### src/rtl/dktl_ram.sv
// generic single-write, single-read RAM with registered read data
module dktl_ram #(
   parameter int WIDTH = 8,
   parameter int DEPTH = 64
) (
   input  logic                                      clock,
   input  logic                                      wr_en,
   input  logic [((DEPTH > 1) ? $clog2(DEPTH) : 1)-1:0] wr_addr,
   input  logic [WIDTH-1:0]                          wr_data,
   input  logic [((DEPTH > 1) ? $clog2(DEPTH) : 1)-1:0] rd_addr,
   output logic [WIDTH-1:0]                          rd_data
);
   logic [WIDTH-1:0] mem_ff [DEPTH];
   logic [WIDTH-1:0] rd_data_ff;

   // write port and registered read port
   always_ff @(posedge clock) begin
      if (wr_en) begin
         mem_ff[wr_addr] <= wr_data;
      end
      rd_data_ff <= mem_ff[rd_addr];
   end

   assign rd_data = rd_data_ff;
endmodule

### config.mk
export PLATFORM = sky130hd
export DESIGN_NAME = dktl_ram
export DESIGN_NICKNAME = d
export VERILOG_FILES = /design/src/rtl/dktl_ram.sv
export SDC_FILE = /design/constraint.sdc
export NUM_CORES = 1
export LEC_CHECK = 0
export ABC_AREA = 1
export BUFFER_PORTS_ARGS = -buffer_cell sky130_fd_sc_hd__buf_4
export CELL_PAD_IN_SITES_DETAIL_PLACEMENT = 1
export CELL_PAD_IN_SITES_GLOBAL_PLACEMENT = 2
export CORE_MARGIN = 3
export CORE_UTILIZATION = 39
export DETAILED_ROUTE_END_ITERATION = 6
export GPL_TIMING_DRIVEN = 0
export PLACE_DENSITY = 0.82
export SYNTH_ARGS = -nofsm -noshare
export SYNTH_HDL_FRONTEND = slang
export SYNTH_SLANG_ARGS = --single-unit
### constraint.sdc
create_clock -name clock -period 2.5 [get_ports clock]
set_clock_uncertainty 0.1 [all_clocks]
set_input_delay 0.75 -clock clock [delete_from_list [all_inputs] [get_ports clock]]
set_output_delay 0.75 -clock clock [all_outputs]
set_load 0.01 [all_outputs]
==> reports/summary.txt <==
H-tree depth - 2
Tcrit/Tclk final - 1.07
Delay-heaviest family, CP - simple AND/OR/NAND/NOR gates
Total power draw - 19200 uW
Synth top area cells - edfxtp_1 72%, nand2_1 11%, nand3_1 10%
CP Cell Sequence - clkbuf_1 -> nand4_1 -> nor4_2 -> buf_4
Worst Hold Class - in -> reg
Fillers - 5713
CP max stage delay - 0.81 ns
Post-Syn Nets - 1827
WP data required - 2.71 ns
Top-Level Pins - 30
Most frequent cells in the layout - 648 x nand2_1, 512 x edfxtp_1, 439 x nand3_1, 55 x buf_4, 55 x clkbuf_16
Register area share after synthesis - 0.728
Critical path capture point type - flop
Die H - 240 um
Clk buf depth - 3
HPWL after DPL - 46700 um
Final hold vios - 0
Antenna Violating Nets Remaining - 0
Fin worst setup slack - -0.181 ns
Failing checks - negative setup slack
Final instance area - 24600 um2
Period minus WS final - 2.68 ns
Starting DRT DRC Count - 1453
Cell area after synthesis - 21300 um2
Yosys warning count - 0
Clk Latency, worst-skew pair - 0.61 ns
Die Wd - 240 um
WHS Path Cells - 3
Total Routed Length - 69900 um
Worst vdd ir - 0.637 mV
Most common cell after layout, fill and taps aside - nand2_1
First-pass GRT wire length - 101000 um
Sink Count - 520
Layout cells sized above 1 - 0.142
Max-slew violations - 0
Max_cap viols - 0
Final setup viols - 59
CTS root buf - clkbuf_16
Layout Nets - 1927
1st-pass router iterations - 5
Cells after Synth - 1805
Vias in the first global route - 15185
Total die area - 57600 um2
Worst setup SP type - input pin
CP Max Fanout - 9
Std-Cell Rows - 85
Largest net degree at the start of global routing - 65
GRT overflow - 0
Count of input and output buffers - 21
GRT Resource Usage Total - 0.245
Synth area leader - edfxtp_1
Synth cell types - 16
FF+latch count, synth - 520
Area delta synth->final - 15.3%
Cell area after placement - 22500 um2
Post-CTS Hold Buffers - 0
Clock transition at path regs - 0.06 ns
CP max stage cell - nor4_2
Power per cell area - 782 nW/um2
Critical Path AT - 2.89 ns
Drt drc - 0
Avg Vias per Cell - 5.53
Initial Utilization - 0.395
Drt wl/cell - 26.4 um
Worst relative slew slack - 0.342
Worst path bufs/invs - 2
Status - complete, but fails checks
Leakage - 0.00881 uW
Worst Max-Slew Pin Slew - 0.987 ns
Fmax - 0.373 GHz
Initial antenna violation count - 4
Via count - 14632
Levels on crit path - 4
Core Box Area - 54000 um2
TritonCTS clock tree - done
CTS Buf Count - 55
Crit Path Class - in -> reg
Unrepaired setup endpoints after global routing - true
Syn avg cell area - 11.8 um2
R2R depth - 8
Post-synth top area share - 0.720
GP Congestion - 0.875
-- power by group --
group	switching, uW	internal, uW
registers	19.3	9650
logic	1030	353
clock network	3420	4760
total	4470	14800
-- path summary, 6_finish.rpt --
kind                                     from       endpoint  slack (ns)
worst max-delay path                    wr_en  mem_ff[48][6]       -0.18
worst min register to register  mem_ff[14][7]     rd_data[7]        0.83
worst max register to register  mem_ff[54][4]     rd_data[4]        0.81
worst min-delay path               rd_addr[5]     rd_data[5]        0.60
-- worst reg2reg max path, cell delays in order (launching register included) --
cell and delay [ns]:
edfxtp_1 0.37, nand2_1 0.09, nand3_1 0.12, nand3_1 0.20
nand2_1 0.11, nand2_1 0.11, nand3_1 0.09, nand3_1 0.18
nand2_1 0.17
-- synthesized netlist by cell type --
| library cell | number |
|---|---|
| buf_1 | 10 |
| buf_6 | 35 |
| nand2_1 | 648 |
| inv_2 | 1 |
| nor2_1 | 56 |
| inv_1 | 10 |
| dfxtp_1 | 8 |
| edfxtp_1 | 512 |
| buf_4 | 14 |
| nand4_1 | 9 |
| nor4_1 | 8 |
| buf_8 | 2 |
| inv_6 | 1 |
| clkbuf_1 | 15 |
| nand3_1 | 439 |
| buf_2 | 37 |
-- layout make-up --
cell class                 instances  area [um2]  share of cell area
antenna                            2        5.00            0.000203
clock inverter                    38         357              0.0145
tap                              696         871              0.0354
timing repair buffer              43         339              0.0138
multi-input combinational       1160        5210               0.212
buffer                           113         815              0.0331
inverter                          12        50.0             0.00203
sequential                       520       15500               0.632
clock buffer                      63        1420              0.0576
-- registers in the layout, indices dropped and copies added (netlist names) --
signal and count:
rd_data 8, mem_ff 512
-- cell families (layout without fill, tap and decap cells) --
group                  Yosys count  after routing  synth area share
buffers and inverters          125            269            0.0402
DFF                            520            520             0.728
other                            0              2                 0
and+or+nand+nor               1160           1160             0.232
-- metal layers --
layer | up-vias | routed length, um | share of wire | global-route usage
met5 | - | 13 | 0.00019 | 0
met4 | 2 | 2840 | 0.041 | 0.0980
met3 | 135 | 4380 | 0.063 | 0.0362
met2 | 505 | 33400 | 0.48 | 0.406
met1 | 7436 | 29200 | 0.42 | 0.326
li1 | 6554 | - | - | -
-- per-stage QoR --
step	setup slack (ns)	cells	setup TNS, ns	hold WS, ns	util
6_report	-0.181	2647	-4.93	0.600	0.455
4_1_cts	-0.230	2631	-18.55	0.535	0.451
3_5_place_dp	-0.890	2529	-347.41	0.807	0.416
5_1_grt	-0.223	2645	-6.85	0.596	0.455
3_3_place_gp	-1.55	2522	-318.49	0.795	0.414
2_1_floorplan	-0.116	1805	-7.43	0.622	-
-- timing repair --
action | in CTS | in global routing
pin swaps | 0 | 4
buffers inserted | 1 | 14
setup endpoints to repair | 376 | 391
resized for setup | 43 | 28
(Power assumes the default switching activity.)
