### config.mk
export PLATFORM = sky130hd
export DESIGN_NAME = dktl_apply
export DESIGN_NICKNAME = d
export VERILOG_FILES = /design/src/rtl/dktl_pkg.sv /design/src/rtl/dktl_apply.sv
export SDC_FILE = /design/constraint.sdc
export NUM_CORES = 1
export LEC_CHECK = 0
export CELL_PAD_IN_SITES_DETAIL_PLACEMENT = 1
export CELL_PAD_IN_SITES_GLOBAL_PLACEMENT = 2
export CORE_UTILIZATION = 26
export DETAILED_ROUTE_END_ITERATION = 10
export DONT_BUFFER_PORTS = 1
export GPL_TIMING_DRIVEN = 0
export PLACE_DENSITY = 0.83
export SLEW_MARGIN = 20
export SYNTH_ARGS = -nofsm -noshare
export SYNTH_HDL_FRONTEND = slang
export SYNTH_SLANG_ARGS = --single-unit
### constraint.sdc
create_clock -name vclk -period 3.5
set_input_delay 0.7 -clock vclk [all_inputs]
set_output_delay 0.7 -clock vclk [all_outputs]
set_load 0.1 [all_outputs]
### src/rtl/dktl_pkg.sv
// shared types, constants and hash function for the device key table
package dktl_pkg;

   // sizes
   localparam int DEFAULT_MAX_ENTRIES = 64;
   localparam int MAP_SLOTS           = 256;
   localparam int SLOT_BITS           = 8;
   localparam int SLOT_ENTRY_BITS     = 7;
   localparam int KEY_BITS            = 24;
   localparam int MISS_BITS           = 8;

   // miss count limits
   localparam logic [MISS_BITS-1:0] MISS_MAX        = 8'hFF;
   localparam logic [MISS_BITS-1:0] THRESHOLD_RESET = 8'd3;

   // hash weights of the two sub-address bytes
   localparam int HASH_MUL_FIRST  = 3;
   localparam int HASH_MUL_SECOND = 7;

   // register port
   localparam int   CSR_ADDR_BITS     = 3;
   localparam int   CSR_DATA_BITS     = 32;
   localparam logic CSR_REG_THRESHOLD = 1'b0;

   typedef enum logic [1:0] {
      CMD_FIND  = 2'd0,
      CMD_ACK   = 2'd1,
      CMD_POLL  = 2'd2,
      CMD_CLEAR = 2'd3
   } command_type;

   typedef struct packed {
      logic [KEY_BITS-1:0]  key;
      logic [MISS_BITS-1:0] misses;
      logic                 online;
   } entry_type;

   typedef struct packed {
      entry_type entry;
      logic      tally_inc;
      logic      tally_dec;
   } apply_type;

   // home slot: (id + 3*s1 + 7*s2) mod 256
   function automatic logic [SLOT_BITS-1:0] hash_slot(input logic [7:0] id,
                                                     input logic [7:0] s1,
                                                     input logic [7:0] s2);
      logic [SLOT_BITS-1:0] t1;
      logic [SLOT_BITS-1:0] t2;
      t1 = SLOT_BITS'(s1 * HASH_MUL_FIRST);
      t2 = SLOT_BITS'(s2 * HASH_MUL_SECOND);
      return SLOT_BITS'(id + t1 + t2);
   endfunction

endpackage

### src/rtl/dktl_apply.sv
// per-command update of one entry's miss count and online flag
module dktl_apply (
   input  dktl_pkg::command_type      cmd,
   input  dktl_pkg::entry_type        cur,
   input  logic [dktl_pkg::MISS_BITS-1:0] threshold,
   output dktl_pkg::apply_type        res
);
   import dktl_pkg::*;

   // acknowledgement clears misses and goes online, a poll counts up (saturating) and goes offline at the threshold
   always_comb begin
      res.entry     = cur;
      res.tally_inc = 1'b0;
      res.tally_dec = 1'b0;
      unique case (cmd)
         CMD_ACK: begin
            res.entry.misses = '0;
            if (!cur.online) begin
               res.entry.online = 1'b1;
               res.tally_inc    = 1'b1;
            end
         end
         CMD_POLL: begin
            if (cur.misses != MISS_MAX) begin
               res.entry.misses = cur.misses + 1'b1;
            end
            if (res.entry.misses >= threshold && cur.online) begin
               res.entry.online = 1'b0;
               res.tally_dec    = 1'b1;
            end
         end
         default: begin
            res.entry = cur;
         end
      endcase
   end
endmodule

==> flow_summary.yaml, run 1 <==
run_status:
  status: "finished, violations left"
  violations: "design-rule violations, negative setup slack"
sta:
  fin_crit_sh_pct: 100.2
  hold_ws_ns: 1.576
  hold_viol: 0
  rsz0062_at_grt: "true"
  worstMarginPinSlew_ns: 1.151
  postLayoutSetupSlackWorst_ns: -0.006702
  fmax_mhz: 285.2
  drv_slew: 0
  setup_viol: 1
  fin_crit_ns: 3.507
  max-slew-margin-rel_pct: 23.58
logic_synthesis:
  synth_top_area_cell: "buf_4"
  synth_cell_types: 33
  yosysWarnings: 0
  yosysSeqAreaShare_pct: 0
  synth_top_area_share_pct: 23.33
  yosysMostFrequentCell: "buf_4"
  synth_common_cells: "buf_4 (25), inv_1 (14), ha_1 (11), nor2_1 (11), a21oi_1 (9)"
  synth_nets: 173
  synth_area_um2: 804.5
  postSynthAreaPerCell_um2: 6.761
  synthCells: 119
  netlist_top_cells_area: "buf_4 (23%), ha_1 (17%), inv_1 (6.5%)"
detailed_routing:
  dr.first_iter.drc_count: 14
  drc: 6
  drt_first_pass_iters: 6
  wl_um: 2367
  antenna_left: 0
  wl_per_cell_um: 15.27
  vias_per_cell: 5.206
  via_count: 807
final_layout:
  multi_input_area_um2: 709.4
  fin_cells: 155
  layout-drive-gt1-share_pct: 44.35
  clockBufferCount: 0
  fill_cells: 355
  seq_cell_count: 0
  antenna_cells: 0
  regArea_um2: 0
  syn2layout_area_growth_pct: 29.39
  fin_nets: 180
flow_run:
  cap_violations: 0
die:
  rows: 19
  ios: 78
  dieHeight_um: 57.63
  start_util_pct: 28.20
  core_region_area_mm2: 0.002853
  dieArea_mm2: 0.003321
  die_w_um: 57.63
global_route:
  grt_pass1_vias: 848
  grt_pass1_wl_um: 3884
  grt_max_degree: 11
  track_usage_pct: 14.32
  antenna_found_initial: 0
  overflow: 0
placement:
  dp_cells: 150
  dp_hpwl_um: 1977
  port_buffers: 0
  gp_congestion: 0.7053
setup_path:
  start_kind: "input port"
  crit_fanout: 4
  crit_arrival_ns: 2.81
  worst_setup_path_end_kind: "output port"
  cpPeakStageDelay_ns: 0.60
  criticalPathCategory: "input port to output port"
  cpMaxStageDelayCell: "a21oi_4"
  required_ns: 2.80
  crit_chain: "ha_4 -> nand2_4 -> nor3_4 -> nor2_4 -> xor2_2 -> ha_1 -> o21a_1 -> o21ai_1 -> a221o_1 -> a21oi_4"
power:
  vdd_drop_max_v: 0.0001006
  powerDensity_mw_per_mm2: 297.7
  p_leak_nw: 0.4984
hold_path:
  hp-class: "input port to output port"
## cell families after synthesis
group,synth area share (%)
multiplexers,4.043
XOR/XNOR,3.267
AND/OR/NAND/NOR,25.35
adder cells (fa/ha/maj),17.11
AO/OA/AOI/OAI,19.44
buffers and inverters,30.79
## what timing repair did
item | 4_1_cts | 5_1_grt
resized for setup | 17 | 1
hold buffers | 0 | 0
setup buffers | 5 | 0
endpoints found under the setup margin | 2 | 2
pin swaps | 8 | 1
## final timing paths
kind,from,end,slack (ns),depth (start not counted)
worst max-delay path,cur[2],res[0],-0.007,10
worst min-delay path,cur[0],res[1],1.58,1
## cell usage in the layout, fill, tap and decap left out, types with 2 or more instances in the layout
| cell type | instances |
|---|---|
| a21oi_4 | 2 |
| o21a_1 | 3 |
| o21ai_0 | 2 |
| clkbuf_1 | 2 |
| nand3_1 | 3 |
| ha_4 | 2 |
| nor2_1 | 9 |
| nor2_2 | 2 |
| buf_4 | 28 |
| nor2b_1 | 2 |
| ha_1 | 9 |
| inv_1 | 14 |
| nor3_4 | 2 |
| xor2_1 | 2 |
| nand2_2 | 2 |
| and3_1 | 2 |
| o21ai_1 | 2 |
| buf_6 | 2 |
| nand2_1 | 4 |
| a21oi_1 | 6 |
## per-stage QoR
stage               setup TNS [ns]  power [mW]  instance area (um^2)  util, %  setup slack, ns
floorplan                  -0.4558      0.2726                 828.3        -          -0.4272
global placement            -1.197      0.2856                 867.1    30.39          -0.6199
detailed placement         -0.9373      0.2982                 909.6    31.89          -0.7431
CTS                      -0.007467      0.3104                  1037    36.36        -0.007467
global route              -0.08315      0.3225                  1041    36.49         -0.08315
finish                   -0.006702      0.3099                  1041    36.49        -0.006702
## report_power, final
| group | switching, mW | total (mW) | internal (mW) | leakage (nW) |
|---|---|---|---|---|
| clock | 0 | 0 | 0 | 0 |
| combinational | 0.248 | 0.310 | 0.0618 | 0.498 |
| sequential | 0 | 0 | 0 | 0 |
| total | 0.248 | 0.310 | 0.0618 | 0.498 |
## per-layer routing
metal / share of wire [%] / up-vias / wire [um] / global-route usage [%]
li1: - / 389 / - / -
met1: 36 / 379 / 843 / 15.48
met2: 57 / 39 / 1361 / 31.23
met3: 6.9 / 0 / 163 / 0.8929
met4: 0 / 0 / 0 / 0
met5: 0 / - / 0 / 0
## critical path, delay by kind of cell
family / cells / cell delay (ns)
adder cells (fa/ha/maj): 2 / 0.41
AO/OA/AOI/OAI: 4 / 1.15
XOR/XNOR: 1 / 0.16
AND/OR/NAND/NOR: 3 / 0.38
## layout make-up
type                            instances  area share (%)
Tap cell                               31           3.726
Inverter                               14           5.048
Timing Repair Buffer                    5           3.966
Buffer                                 27           19.11
Multi-Input combinational cell         78           68.15
Note: power is estimated with default switching activity, not from simulation.
==> run 2: changes to the inputs <==
--- a/config.mk
+++ b/config.mk
@@ -7,11 +7,11 @@
 export LEC_CHECK = 0
 export CELL_PAD_IN_SITES_DETAIL_PLACEMENT = 1
 export CELL_PAD_IN_SITES_GLOBAL_PLACEMENT = 2
-export CORE_UTILIZATION = 26
+export CORE_UTILIZATION = 31
 export DETAILED_ROUTE_END_ITERATION = 10
 export DONT_BUFFER_PORTS = 1
 export GPL_TIMING_DRIVEN = 0
-export PLACE_DENSITY = 0.83
+export PLACE_DENSITY = 0.82
 export SLEW_MARGIN = 20
 export SYNTH_ARGS = -nofsm -noshare
 export SYNTH_HDL_FRONTEND = slang
==> run 2 against run 1 <==
  * The flow now finishes without violations
  * First-iteration DRC count shrank 71%
  * Power down 0.60%
  * Die area decreased by 16%
==> flow_summary.yaml, run 2 (synthesized netlist as in run 1, its figures left out) <==
global_route:
  grt_pass1_wl_um: 2960
  grt_max_degree: 11
  overflow: 0
  antenna_found_initial: 0
  grt_pass1_vias: 747
  track_usage_pct: 13.72
die:
  rows: 18
  dieArea_mm2: 0.002803
  core_region_area_mm2: 0.002455
  die_w_um: 52.95
  dieHeight_um: 52.95
  ios: 78
  start_util_pct: 32.77
setup_path:
  crit_arrival_ns: 2.78
  cpPeakStageDelay_ns: 0.59
  criticalPathCategory: "input port to output port"
  cpMaxStageDelayCell: "a21oi_4"
  required_ns: 2.80
  crit_fanout: 6
  start_kind: "input port"
  crit_chain: "buf_12 -> nand3_4 -> nor3_4 -> nor2_4 -> xor2_1 -> ha_1 -> o21a_1 -> o21ai_1 -> a221o_1 -> a21oi_4"
  crit_family: "compound AO/OA/AOI/OAI gates"
  cp.buffers_inverters: 1
  worst_setup_path_end_kind: "output port"
  cp.depth: 10
sta:
  postLayoutSetupSlackWorst_ns: 0.02069
  tns_ns: 0
  drv_slew: 0
  rsz0062_at_grt: "true"
  hold_viol: 0
  hold_ws_ns: 1.576
  fin_crit_ns: 3.479
  fmax_mhz: 287.4
  worstMarginPinSlew_ns: 1.164
  max-slew-margin-rel_pct: 22.75
  fin_crit_sh_pct: 99.41
  setup_viol: 0
final_layout:
  seq_cell_count: 0
  layout-drive-gt1-share_pct: 43.75
  antenna_cells: 0
  fin_util_pct: 43.02
  syn2layout_area_growth_pct: 31.26
  multi_input_area_um2: 686.9
  regArea_um2: 0
  fin_cells: 158
  fin_nets: 184
  mostFrequentLayoutCell: "buf_4"
  fin_area_mm2: 0.001056
  clockBufferCount: 0
  fill_cells: 316
  final_cell_mix: "buf_4 (32), inv_1 (14), ha_1 (9)"
power:
  internal_power_uw: 61.80
  pwr-share-clk_pct: 0
  power.share.combinational_pct: 100.0
  pwr-share-seq_pct: 0
  switching_power_uw: 246.2
  vdd_drop_max_v: 0.0002086
  p_leak_nw: 0.5182
  swShare_pct: 79.94
  powerDensity_mw_per_mm2: 291.7
  p_total_uw: 308.0
placement:
  gp_congestion: 0.7882
  port_buffers: 0
  pre_cts_ws_ns: -0.6482
  dp_hpwl_um: 1740
  placed_area_um2: 908.4
  dp_cells: 149
run_status:
  status: "finished clean"
detailed_routing:
  wl_um: 2113
  via_count: 834
  dr.first_iter.drc_count: 4
  antenna_left: 0
  wl_per_cell_um: 13.37
  vias_per_cell: 5.278
  drt_first_pass_iters: 4
  drc: 0
hold_path:
  hold_end: "res[1]"
  hp-start: "cur[0]"
  holdPathStages: 1
  hp-class: "input port to output port"
clock_tree:
  postCtsHoldBufs: 0
flow_run:
  cap_violations: 0
run 2: metal layers:
| layer | vias to the layer above | global-route usage [%] | share of wire [%] |
|---|---|---|---|
| li1 | 401 | - | - |
| met4 | 0 | 0.8772 | 0 |
| met3 | 0 | 0.2874 | 8.5 |
| met5 | - | 0 | 0 |
| met1 | 381 | 14.86 | 38 |
| met2 | 52 | 29.54 | 54 |
run 2: what timing repair did:
item | CTS | global route
setup buffers | 3 | 6
pin swaps | 4 | 9
gates resized for setup | 8 | 9
endpoints found under the setup margin | 2 | 2
gates cloned | 0 | 0
run 2: layout make-up:
type | count | area share (%)
multi-input cells | 78 | 65.05
plain buffers | 27 | 19.67
repair buffers | 9 | 6.754
inverters | 14 | 4.976
well taps | 30 | 3.555
run 2: power by group through the flow:
| stage | Combinational, mW | Sequential, mW | Clock, mW |
|---|---|---|---|
| 2_1_floorplan | 0.273 | 0 | 0 |
| 3_3_place_gp | 0.285 | 0 | 0 |
| 3_5_place_dp | 0.297 | 0 | 0 |
| 4_1_cts | 0.304 | 0 | 0 |
| 5_1_grt | 0.321 | 0 | 0 |
| 6_report | 0.308 | 0 | 0 |
run 2: worst max-delay path by stage:
stage / to / start / slack, ns
2_1_floorplan: res[0] / cur[1] / -0.43
3_3_place_gp: res[0] / cur[1] / -0.60
3_5_place_dp: res[0] / cur[1] / -0.65
4_1_cts: res[0] / cur[6] / 0.003
5_1_grt: res[0] / cur[6] / -0.06
6_report: res[0] / cur[6] / 0.02
